[src/rtl/assert_macros.svh]
// ----------------------------------------------------------------------------
// Assertion macros
// Shared concurrent assertion forms, clocked on clk and quiet during rst.
// ----------------------------------------------------------------------------
`ifndef ASSERT_MACROS_SVH
`define ASSERT_MACROS_SVH

// Consequent must hold in the same cycle as the antecedent.
`define ASSERT_SAME(lbl, ante, cons, msg) \
  lbl: assert property (@(posedge clk) disable iff (rst) (ante) |-> (cons)) \
    else $error(msg);

// Consequent must hold in the cycle after the antecedent.
`define ASSERT_NEXT(lbl, ante, cons, msg) \
  lbl: assert property (@(posedge clk) disable iff (rst) (ante) |=> (cons)) \
    else $error(msg);

`endif

[src/rtl/bpfa_pkg.sv]
// ----------------------------------------------------------------------------
// bpfa_pkg
// Types and fixed constants of the bitmap page frame allocator.
// ----------------------------------------------------------------------------
package bpfa_pkg;

  localparam int FUNC_W = 3;
  localparam int PAGE_W = 16;
  localparam int CNT_W  = 17;
  localparam int STAT_W = 2;

  // Page indices are 16 bits wide, so no limit goes beyond this span.
  localparam logic [CNT_W-1:0] IDX_SPAN        = 17'd65536;
  localparam logic [CNT_W-1:0] TOTAL_PAGES_RST = 17'd65536;

  localparam logic [FUNC_W-1:0] FUNC_REQUEST   = 3'd0;
  localparam logic [FUNC_W-1:0] FUNC_FREE      = 3'd1;
  localparam logic [FUNC_W-1:0] FUNC_LOCK      = 3'd2;
  localparam logic [FUNC_W-1:0] FUNC_RESERVE   = 3'd3;
  localparam logic [FUNC_W-1:0] FUNC_UNRESERVE = 3'd4;

  localparam logic [STAT_W-1:0] ST_DONE     = 2'd0;
  localparam logic [STAT_W-1:0] ST_NOCHANGE = 2'd1;
  localparam logic [STAT_W-1:0] ST_RANGE    = 2'd2;
  localparam logic [STAT_W-1:0] ST_OOM      = 2'd3;

  typedef struct packed {
    logic [PAGE_W-1:0] granted_page;
    logic [STAT_W-1:0] status;
    logic [CNT_W-1:0]  free_pages;
    logic [CNT_W-1:0]  used_pages;
    logic [CNT_W-1:0]  reserved_pages;
  } res_t;

endpackage

[src/rtl/bpfa_out_stage.sv]
// ----------------------------------------------------------------------------
// bpfa_out_stage
// Result register between the sequencer and the output channel.
// ----------------------------------------------------------------------------
module bpfa_out_stage
  import bpfa_pkg::*;
(
  input  logic              clk,
  input  logic              rst,
  input  logic              push,
  input  res_t              res,
  output logic              ready,
  output logic              out_valid,
  input  logic              out_stall,
  output logic [PAGE_W-1:0] granted_page,
  output logic [STAT_W-1:0] status,
  output logic [CNT_W-1:0]  free_pages,
  output logic [CNT_W-1:0]  used_pages,
  output logic [CNT_W-1:0]  reserved_pages
);

  res_t held;

  assign ready = !out_valid || !out_stall;

  always_ff @(posedge clk) begin
    if (rst) begin
      out_valid <= 1'b0;
    end else if (push) begin
      out_valid <= 1'b1;
    end else if (!out_stall) begin
      out_valid <= 1'b0;
    end
  end

  always_ff @(posedge clk) begin
    if (push) begin
      held <= res;
    end
  end

  assign granted_page   = held.granted_page;
  assign status         = held.status;
  assign free_pages     = held.free_pages;
  assign used_pages     = held.used_pages;
  assign reserved_pages = held.reserved_pages;

endmodule

[config.mk]
export PLATFORM = sky130hd
export DESIGN_NAME = bpfa_out_stage
export DESIGN_NICKNAME = d
export VERILOG_FILES = /design/src/rtl/assert_macros.svh /design/src/rtl/bpfa_pkg.sv /design/src/rtl/bpfa_out_stage.sv
export SDC_FILE = /design/constraint.sdc
export NUM_CORES = 1
export LEC_CHECK = 0
export ABC_AREA = 1
export BUFFER_PORTS_ARGS = -buffer_cell sky130_fd_sc_hd__buf_4
export CELL_PAD_IN_SITES_DETAIL_PLACEMENT = 0
export CELL_PAD_IN_SITES_GLOBAL_PLACEMENT = 2
export CORE_UTILIZATION = 29
export CTS_CLUSTER_SIZE = 25
export DETAILED_ROUTE_END_ITERATION = 6
export PLACE_DENSITY = 0.93
export SYNTH_ARGS = -nofsm -noshare
export SYNTH_HDL_FRONTEND = slang
export SYNTH_SLANG_ARGS = --single-unit
[constraint.sdc]
create_clock -name clk -period 1.1 [get_ports clk]
set_input_delay 0.22 -clock clk [delete_from_list [all_inputs] [get_ports clk]]
set_output_delay 0.22 -clock clk [all_outputs]
set_load 0.03 [all_outputs]
Yosys cells after proc, flatten, opt, wreduce, memory -nomap -nowiden
Cells that the tools add are included.

Flip-flop bits (word level): 70. Input bits: 73. Word-level logic and storage cells: 12.

Equal/unequal tests: 1. Muxes and demuxes: 2. Reductions and logical operators: 3.

Operator list (count): $logic_not 1->1 (2); $mux 1 (2); $ne 2x2->1 const B (1); $logic_or 1x1->1 (1).

Depth between registers and ports, before layout
Gate-level depths: netlist of the first run.

Word-level depth: 2. Depth in mapped cells: 2. Depth with buffers taken out: 2.

Worst setup path before layout of the first run
OpenSTA, ideal clock, no wires.

Path type: register to output. From: register out_valid. To: output port ready. Arrival: 0.704 ns. Required time: 0.880 ns. Slack: 0.176 ns. Cell stages (with the launch flop): 2. Path buffers: 0. Cells stage by stage: dfxtp_1 nand2_2.

Longest elaborated chain between the ends: 2.

Ends and longest elaborated chain: start, declared (RTL line bpfa_out_stage.sv:13) `output logic out_valid,`; start signal, assigned (RTL line bpfa_out_stage.sv:28) `out_valid <= 1'b0;`; start signal, assigned (RTL line bpfa_out_stage.sv:30) `out_valid <= 1'b1;`; start signal, assigned (RTL line bpfa_out_stage.sv:32) `out_valid <= 1'b0;`; $logic_not 1->1 (RTL line bpfa_out_stage.sv:24) `assign ready = !out_valid || !out_stall;`; $logic_or 1x1->1 (RTL line bpfa_out_stage.sv:24); end, declared (RTL line bpfa_out_stage.sv:12) `output logic ready,`.

No other way between the ends.

Final worst setup path of the first run
From: register held, in the netlist free_pages[9]. To: output port free_pages[9].

RTL lines: start, declared (RTL line bpfa_out_stage.sv:22) `res_t held;`; start signal, assigned (RTL line bpfa_out_stage.sv:38) `held <= res;`; end, declared (RTL line bpfa_out_stage.sv:17) `output logic [CNT_W-1:0] free_pages,`.

No word-level cell between the ends.

==> results.ini, run 1 <==
[routing]
drtIter0Drc = 34
drt_wl_total_um = 4760
dr_total_vias = 1292
detail_route.vias_per_cell = 3.89
drcViolationCount = 0
detail_route.wl_per_cell_um = 14.3
detail_route.first_pass.iterations = 2
ant_nets = 0

[worst_setup_path]
worst_setup_path_end_kind = output pin
cp_slowest_cell = sky130_fd_sc_hd__edfxtp_1
critical_path.startpoint_type = register
classification_of_the_worst_setup_path = register to output pin
worst-endpoint-required_ns = 0.88
critPathTopFamily = flip-flops
timing.critical_path.cells = buf_6
crit_path_buffers_inverters = 1
crit_fanout = 1
cpPeakStageDelay_ns = 0.41
worstPathArrival_ns = 0.90

[grt]
gr-total-overflow = 0
total_grt_usage_pct = 13.0
vias_in_the_first_global_route = 1410
largest_net_degree_at_the_start_of_global_routing = 27
initial_antenna_violation_count = 0
wire_length_of_the_first_global_routing_pass_um = 6920

[placement]
gpl.final_weighted_congestion = 0.646
detail_placement_hpwl_um = 3620
placement.io_buffers = 143
place.detailed.instances = 315
post_dp_cell_area_sq_um = 3360

[cts]
clock_tree.htree_level_count = 3
clock-root-buffer = sky130_fd_sc_hd__clkbuf_8
clock_pin_transition_on_the_worst_setup_and_hold_timing_paths_ns = 0.07
cts.path.max_buffers = 2
insertion_delay_ns = 0.33
tritoncts_num_sinks = 70
cts_made_buffers = 9
holdBufCountCts = 0
tritoncts = built

[sta]
grt_setup_unrepaired = true
fin_worst_skew_ns = 0
relSlewSlack_pct = 90.8
timing_max_transition_violations_final = 0
final_period_demand_of_the_worst_path_ns = 1.12
fmax_mhz = 896
report.final.setup_viol = 11
timing_worst_slew_pin_value_ns = 0.138
final_critical_path_setup_slack_ns = -0.0157
min_period_over_period_pct = 101
timing.final.hold_violations = 0

[floorplanning]
boundaryPins = 144
rows = 30
total_core_area_sq_um = 6910
chipWidth_um = 87.3
die_height_um = 87.3
dieArea_sq_um = 7620
initial_utilization_pct = 30.6

[pwr]
max-vdd-ir-drop_uv = 711
static-leakage-power_nw = 1.60
pwr_density_nw_per_um2 = 1710

[logic_synthesis]
synth.ff_latch_count = 70
ys_warn_count = 0
synth.largest_area_cell = sky130_fd_sc_hd__edfxtp_1
synth_fp_nets = 146
netlist-cell-type-count = 5
postSynthAreaPerCell_sq_um = 28.9
yosysSeqAreaShare_pct = 99.1
post_synth_instance_area_sq_um = 2110
yosys-top-cells-area = sky130_fd_sc_hd__edfxtp_1, sky130_fd_sc_hd__dfxtp_1, sky130_fd_sc_hd__a21oi_2, sky130_fd_sc_hd__nand2_2, sky130_fd_sc_hd__inv_1
synth_top_area_share_pct = 98.2
synthCells = 73

[job]
max_cap_viol_count = 0

[status]
violations = setup timing
outcome = finished, violations left

[layout]
design.final.nets = 304
antenna_cells_inserted = 0
final_cell_area_sq_um = 3850
syn2layout_area_growth_pct = 82.3
drive_gt1_share_pct = 69.5
finalNonFillerCells = 332

[hold_path]
worst_hold_path_type = primary input to register

-- routing by layer --
| layer | track usage [%] | vias up | routed length, um |
|---|---|---|---|
| li1 | - | 607 | - |
| met4 | 7.15 | 0 | 76 |
| met2 | 22.2 | 82 | 2560 |
| met1 | 13.2 | 594 | 1650 |
| met3 | 6.07 | 9 | 470 |
| met5 | 0 | - | 0 |
-- path summary, 6_finish.rpt --
kind,from,end,slack [ns],cells past startpoint
setup / recovery,free_pages[9],free_pages[9],-0.02,1
hold / removal,rst,out_valid,0.03,2
setup reg to reg,out_valid,out_valid,0.42,3
hold reg to reg,out_valid,out_valid,0.56,3
-- cell usage after synthesis (all sizes together) --
cell    number
nand2        1
inv          1
a21oi        1
edfxtp      69
dfxtp        1
-- final cells by class --
type                            instances  area (sq um)
Fill cell                             578          3060
Sequential cell                        70          2090
Timing Repair Buffer                  147          1400
Clock buffer                            9           124
Tap cell                               96           120
Clock inverter                          7          88.8
Multi-Input combinational cell          2          15.0
Inverter                                1          3.75
-- placed cells by master (no fill, tap or decap) --
cell / count
sky130_fd_sc_hd__buf_6: 70
sky130_fd_sc_hd__clkinvlp_4: 1
sky130_fd_sc_hd__inv_1: 1
sky130_fd_sc_hd__dfxtp_2: 1
sky130_fd_sc_hd__nand2_2: 1
sky130_fd_sc_hd__edfxtp_1: 69
sky130_fd_sc_hd__clkinv_1: 2
sky130_fd_sc_hd__bufinv_16: 2
sky130_fd_sc_hd__buf_4: 74
sky130_fd_sc_hd__a21oi_2: 1
sky130_fd_sc_hd__clkinv_4: 1
sky130_fd_sc_hd__clkinv_2: 1
sky130_fd_sc_hd__clkbuf_8: 9
sky130_fd_sc_hd__buf_12: 3
-- through the flow --
| step | power [mW] | setup WS [ns] | hold WS (ns) | TNS (ns) | util, % |
|---|---|---|---|---|---|
| finish | 6.58 | -0.0157 | 0.0294 | -0.0621 | 55.7 |
| global route | 6.84 | -0.0652 | 0.00526 | -2.32 | 55.7 |
| CTS | 6.68 | -0.0452 | 0.00835 | -1.06 | 55.7 |
| detailed placement | 4.31 | 0.228 | 0.381 | 0 | 48.7 |
| global placement | 4.29 | 0.236 | 0.376 | 0 | 48.7 |
| floorplan | 3.72 | 0.176 | 0.282 | 0 | - |
-- registers in the layout, indices dropped and copies added (netlist names) --
signal,count
free_pages,17
used_pages,17
status,2
granted_page,16
out_valid,1
reserved_pages,17
-- report_power, final --
part	switching [mW]	internal [mW]	leakage, nW	total [mW]
Clock	0.917	1.26	0.104	2.18
Combinational	0.588	0.552	0.816	1.14
Sequential	0.0943	3.17	0.684	3.26
-- kinds of logic after synthesis --
group / synth area share, %
AOI/OAI and AO/OA: 0.415
DFF: 99.1
and+or+nand+nor: 0.297
buffers and inverters: 0.178
-- what timing repair did --
item	in CTS	in global routing
resized for setup	71	0
pin swaps	1	1
setup endpoints to repair	70	70
setup buffers	1	0
(Power assumes the default switching activity.)
==> run 2, diff against run 1 <==
Settings changed: SETUP_SLACK_MARGIN set to 0.05.
==> results.ini, run 2 (same netlist as run 1, synthesis figures left out) <==
[status]
outcome = finished, violations left
violations = setup timing

[worst_setup_path]
classification_of_the_worst_setup_path = register to output pin
cp_slowest_cell = sky130_fd_sc_hd__edfxtp_1
cpPeakStageDelay_ns = 0.41
worstReg2RegEnd = out_valid
critPathTopFamily = flip-flops
worst_setup_path_end_kind = output pin
worst-endpoint-required_ns = 0.88
timing.critical_path.cells = buf_6
r2r_cells = 3
worstPathArrival_ns = 0.90
crit_path_buffers_inverters = 1
critical_path.startpoint_type = register
regToRegStartpoint = out_valid
reg2reg_slack_ns = 0.36
crit_fanout = 1

[routing]
detail_route.vias_per_cell = 3.89
drtIter0Drc = 30
detail_route.wl_per_cell_um = 14.6
drt_wl_total_um = 4840
ant_nets = 0
dr_total_vias = 1293
drcViolationCount = 0
detail_route.first_pass.iterations = 2

[job]
max_cap_viol_count = 0

[cts]
holdBufCountCts = 0
tritoncts_num_sinks = 70
clock_pin_transition_on_the_worst_setup_and_hold_timing_paths_ns = 0.07
cts.path.max_buffers = 2
clock_tree.htree_level_count = 3
clock-root-buffer = sky130_fd_sc_hd__clkbuf_8
insertion_delay_ns = 0.33
cts_made_buffers = 9
tritoncts = built

[hold_path]
hold_depth = 2
hold_end = out_valid
startpoint_of_the_tightest_hold_check_path = rst
worst_hold_path_type = primary input to register

[floorplanning]
total_core_area_sq_um = 6910
boundaryPins = 144
rows = 30
initial_utilization_pct = 30.6
dieArea_sq_um = 7620
die_height_um = 87.3
chipWidth_um = 87.3

[sta]
fin_worst_skew_ns = 0
report.final.setup_viol = 12
relSlewSlack_pct = 90.8
final_period_demand_of_the_worst_path_ns = 1.12
grt_setup_unrepaired = true
timing_max_transition_violations_final = 0
timing.final.hold_violations = 0
timing_worst_slew_pin_value_ns = 0.138
fmax_mhz = 896
final_critical_path_setup_slack_ns = -0.0157
min_period_over_period_pct = 101

[grt]
gr-total-overflow = 0
vias_in_the_first_global_route = 1429
initial_antenna_violation_count = 0
largest_net_degree_at_the_start_of_global_routing = 27
wire_length_of_the_first_global_routing_pass_um = 7030
total_grt_usage_pct = 13.3

[placement]
gpl.final_weighted_congestion = 0.646
placement.io_buffers = 143
preCtsSetupSlack_ns = 0.228
detail_placement_hpwl_um = 3620

[layout]
antenna_cells_inserted = 0
drive_gt1_share_pct = 69.5
layout_commonest_cell = sky130_fd_sc_hd__buf_4
syn2layout_area_growth_pct = 82.5
layout_common_cells = sky130_fd_sc_hd__buf_4, sky130_fd_sc_hd__buf_6, sky130_fd_sc_hd__edfxtp_1, sky130_fd_sc_hd__clkbuf_8, sky130_fd_sc_hd__buf_12
design.final.nets = 304

[pwr]
static-leakage-power_nw = 1.61
totalPowerFinal_mw = 6.58
max-vdd-ir-drop_uv = 717
pwr_density_nw_per_um2 = 1710

==> run 2: cell counts in the layout (fill, tap and decap cells not counted) <==
No cell type changed its count.
==> run 2: worst max-delay path by stage <==
stage / from / to / cells after the start
5_1_grt: granted_page[5] / granted_page[5] / 1
3_5_place_dp: push / used_pages[14] / 2
3_3_place_gp: push / used_pages[14] / 2
6_report: free_pages[9] / free_pages[9] / 1
2_1_floorplan: out_valid / ready / 1
4_1_cts: free_pages[6] / free_pages[6] / 1
==> run 2: power breakdown <==
part / internal [mW] / total [mW] / switching [mW]
registers: 3.17 / 3.26 / 0.0951
clock network: 1.26 / 2.18 / 0.918
logic: 0.553 / 1.14 / 0.589
total: 4.98 / 6.58 / 1.60
==> run 2: per-stage QoR <==
step           cell area (sq um)  instances  hold WS, ns  util, %  TNS [ns]
4_1_cts                     3850        332      0.00835     55.8     -1.08
3_3_place_gp                3360        315        0.376     48.7         0
6_report                    3850        332       0.0427     55.8   -0.0710
3_5_place_dp                3360        315        0.381     48.7         0
2_1_floorplan               2110         73        0.282        -         0
5_1_grt                     3850        332       0.0156     55.8     -2.35
==> run 2: routing by layer <==
metal  routed length [um]  vias to the layer above  share of wire [%]  track usage (%)
met1                 1650                      595                 34             13.2
li1                     -                      607                  -                -
met5                    0                        -                  0                0
met2                 2650                       82                 55             23.0
met4                   76                        0                1.6             7.15
met3                  470                        9                9.7             6.07
==> run 2: layout make-up <==
cell class              count  area (sq um)
multi-input cells           2          15.0
fillers                   581          3050
clock buffers               9           124
repair buffers            147          1410
clock inverters             7          88.8
well taps                  96           120
flip-flops and latches     70          2090
inverters                   1          3.75
==> run 2: what timing repair did <==
action	in CTS	in global routing
setup buffers	1	0
endpoints found under the setup margin	71	71
resized for setup	72	0
pin swaps	1	1
hold endpoints to repair	0	0
==> run 3, diff against run 2 <==
--- a/config.mk
+++ b/config.mk
@@ -14,4 +14,5 @@
 export DETAILED_ROUTE_END_ITERATION = 6
-export PLACE_DENSITY = 0.93
+export PLACE_DENSITY = 0.95
 export SETUP_SLACK_MARGIN = 0.05
+export SLEW_MARGIN = 20
 export SYNTH_ARGS = -nofsm -noshare
--- a/constraint.sdc
+++ b/constraint.sdc
@@ -3,2 +3,2 @@
 set_output_delay 0.22 -clock clk [all_outputs]
-set_load 0.03 [all_outputs]
+set_load 0.05 [all_outputs]
==> results.ini, run 3 (same netlist as run 1, synthesis figures left out) <==
[status]
outcome = finished, violations left
violations = setup timing

[sta]
timing_max_transition_violations_final = 0
timing.final.hold_violations = 0
grt_setup_unrepaired = true
fmax_mhz = 887
min_period_over_period_pct = 103
fin_worst_skew_ns = 0
relSlewSlack_pct = 86.3
worst_hold_slack_ns = 0.0620
timing_worst_slew_pin_value_ns = 0.206
final_critical_path_setup_slack_ns = -0.0278
final_period_demand_of_the_worst_path_ns = 1.13
tns_ns = -0.174
report.final.setup_viol = 17

[grt]
vias_in_the_first_global_route = 1363
largest_net_degree_at_the_start_of_global_routing = 41
initial_antenna_violation_count = 0
total_grt_usage_pct = 11.6
gr-total-overflow = 0
wire_length_of_the_first_global_routing_pass_um = 6290

[routing]
met2WireLength_um = 2250
dr_wl_met3_um = 590
dr_total_vias = 1296
m1WireLength_um = 1530
drt_wl_total_um = 4390
drcViolationCount = 0
detail_route.wl_per_cell_um = 13.2
detail_route.first_pass.iterations = 4
top_layer_used = met4
ant_nets = 0
drtIter0Drc = 27
detail_route.vias_per_cell = 3.90

[floorplanning]
rows = 30
chipWidth_um = 87.3
initial_utilization_pct = 30.6
boundaryPins = 144
dieArea_sq_um = 7620
total_core_area_sq_um = 6910
die_height_um = 87.3

[worst_setup_path]
worst-endpoint-required_ns = 0.88
critPathTopFamily = flip-flops
crit_path_buffers_inverters = 1
cp_slowest_cell = sky130_fd_sc_hd__edfxtp_1
cpPeakStageDelay_ns = 0.41
worst_setup_path_end_kind = output pin
critical_path.startpoint_type = register
worstPathArrival_ns = 0.91
crit_fanout = 1
classification_of_the_worst_setup_path = register to output pin
timing.critical_path.cells = buf_6

[cts]
cts.path.max_buffers = 2
clock-root-buffer = sky130_fd_sc_hd__clkbuf_8
insertion_delay_ns = 0.33
clock_tree.htree_level_count = 3
tritoncts = built
clock_pin_transition_on_the_worst_setup_and_hold_timing_paths_ns = 0.07
tritoncts_num_sinks = 70
cts_made_buffers = 9

[placement]
place.detailed.instances = 314
placement.io_buffers = 143
gpl.final_weighted_congestion = 0.647
preCtsSetupSlack_ns = 0.202
post_dp_cell_area_sq_um = 3350

[job]
max_cap_viol_count = 0

[layout]
layout_common_cells = sky130_fd_sc_hd__buf_4, sky130_fd_sc_hd__edfxtp_1, sky130_fd_sc_hd__buf_6, sky130_fd_sc_hd__clkbuf_8, sky130_fd_sc_hd__clkbuf_1
layout_commonest_cell = sky130_fd_sc_hd__buf_4
finalNonFillerCells = 332
final_util_pct = 55.3
antenna_cells_inserted = 0
syn2layout_area_growth_pct = 81.0
final_cell_area_sq_um = 3820
design.final.nets = 304
drive_gt1_share_pct = 68.2

[pwr]
max-vdd-ir-drop_uv = 800
pwr_density_nw_per_um2 = 1730
static-leakage-power_nw = 1.59
totalPowerFinal_mw = 6.63

[hold_path]
worst_hold_path_type = primary input to register

-- run 3: cell type report --
| cell class | count | area (sq um) |
|---|---|---|
| flip-flops and latches | 70 | 2090 |
| inverters | 1 | 3.75 |
| multi-input cells | 2 | 15.0 |
| fillers | 573 | 3090 |
| clock buffers | 12 | 135 |
| clock inverters | 4 | 47.5 |
| well taps | 96 | 120 |
| repair buffers | 147 | 1410 |
-- run 3: what timing repair did --
item,CTS,global route
pin swaps,1,1
gates resized for setup,73,0
hold buffers,0,1
hold endpoints to repair,0,1
buffers inserted,1,0
endpoints found under the setup margin,71,71
-- run 3: where the power goes --
group | switching [mW] | leakage, nW | internal, mW
Clock | 0.870 | 0.0920 | 1.04
Combinational | 0.893 | 0.814 | 0.560
Sequential | 0.0919 | 0.684 | 3.17
-- run 3: worst paths after layout --
path / from / end / slack (ns) / cells after the start
worst min register to register: out_valid / out_valid / 0.59 / 3
worst min-delay path: res[59] / granted_page[6] / 0.06 / 1
worst max-delay path: granted_page[8] / granted_page[8] / -0.03 / 1
worst max register to register: out_valid / out_valid / 0.37 / 3
-- run 3: per-layer routing --
layer / track usage, % / up-vias
li1: - / 610
met2: 19.2 / 92
met4: 5.37 / 0
met1: 11.5 / 592
met3: 7.30 / 2
met5: 0 / -
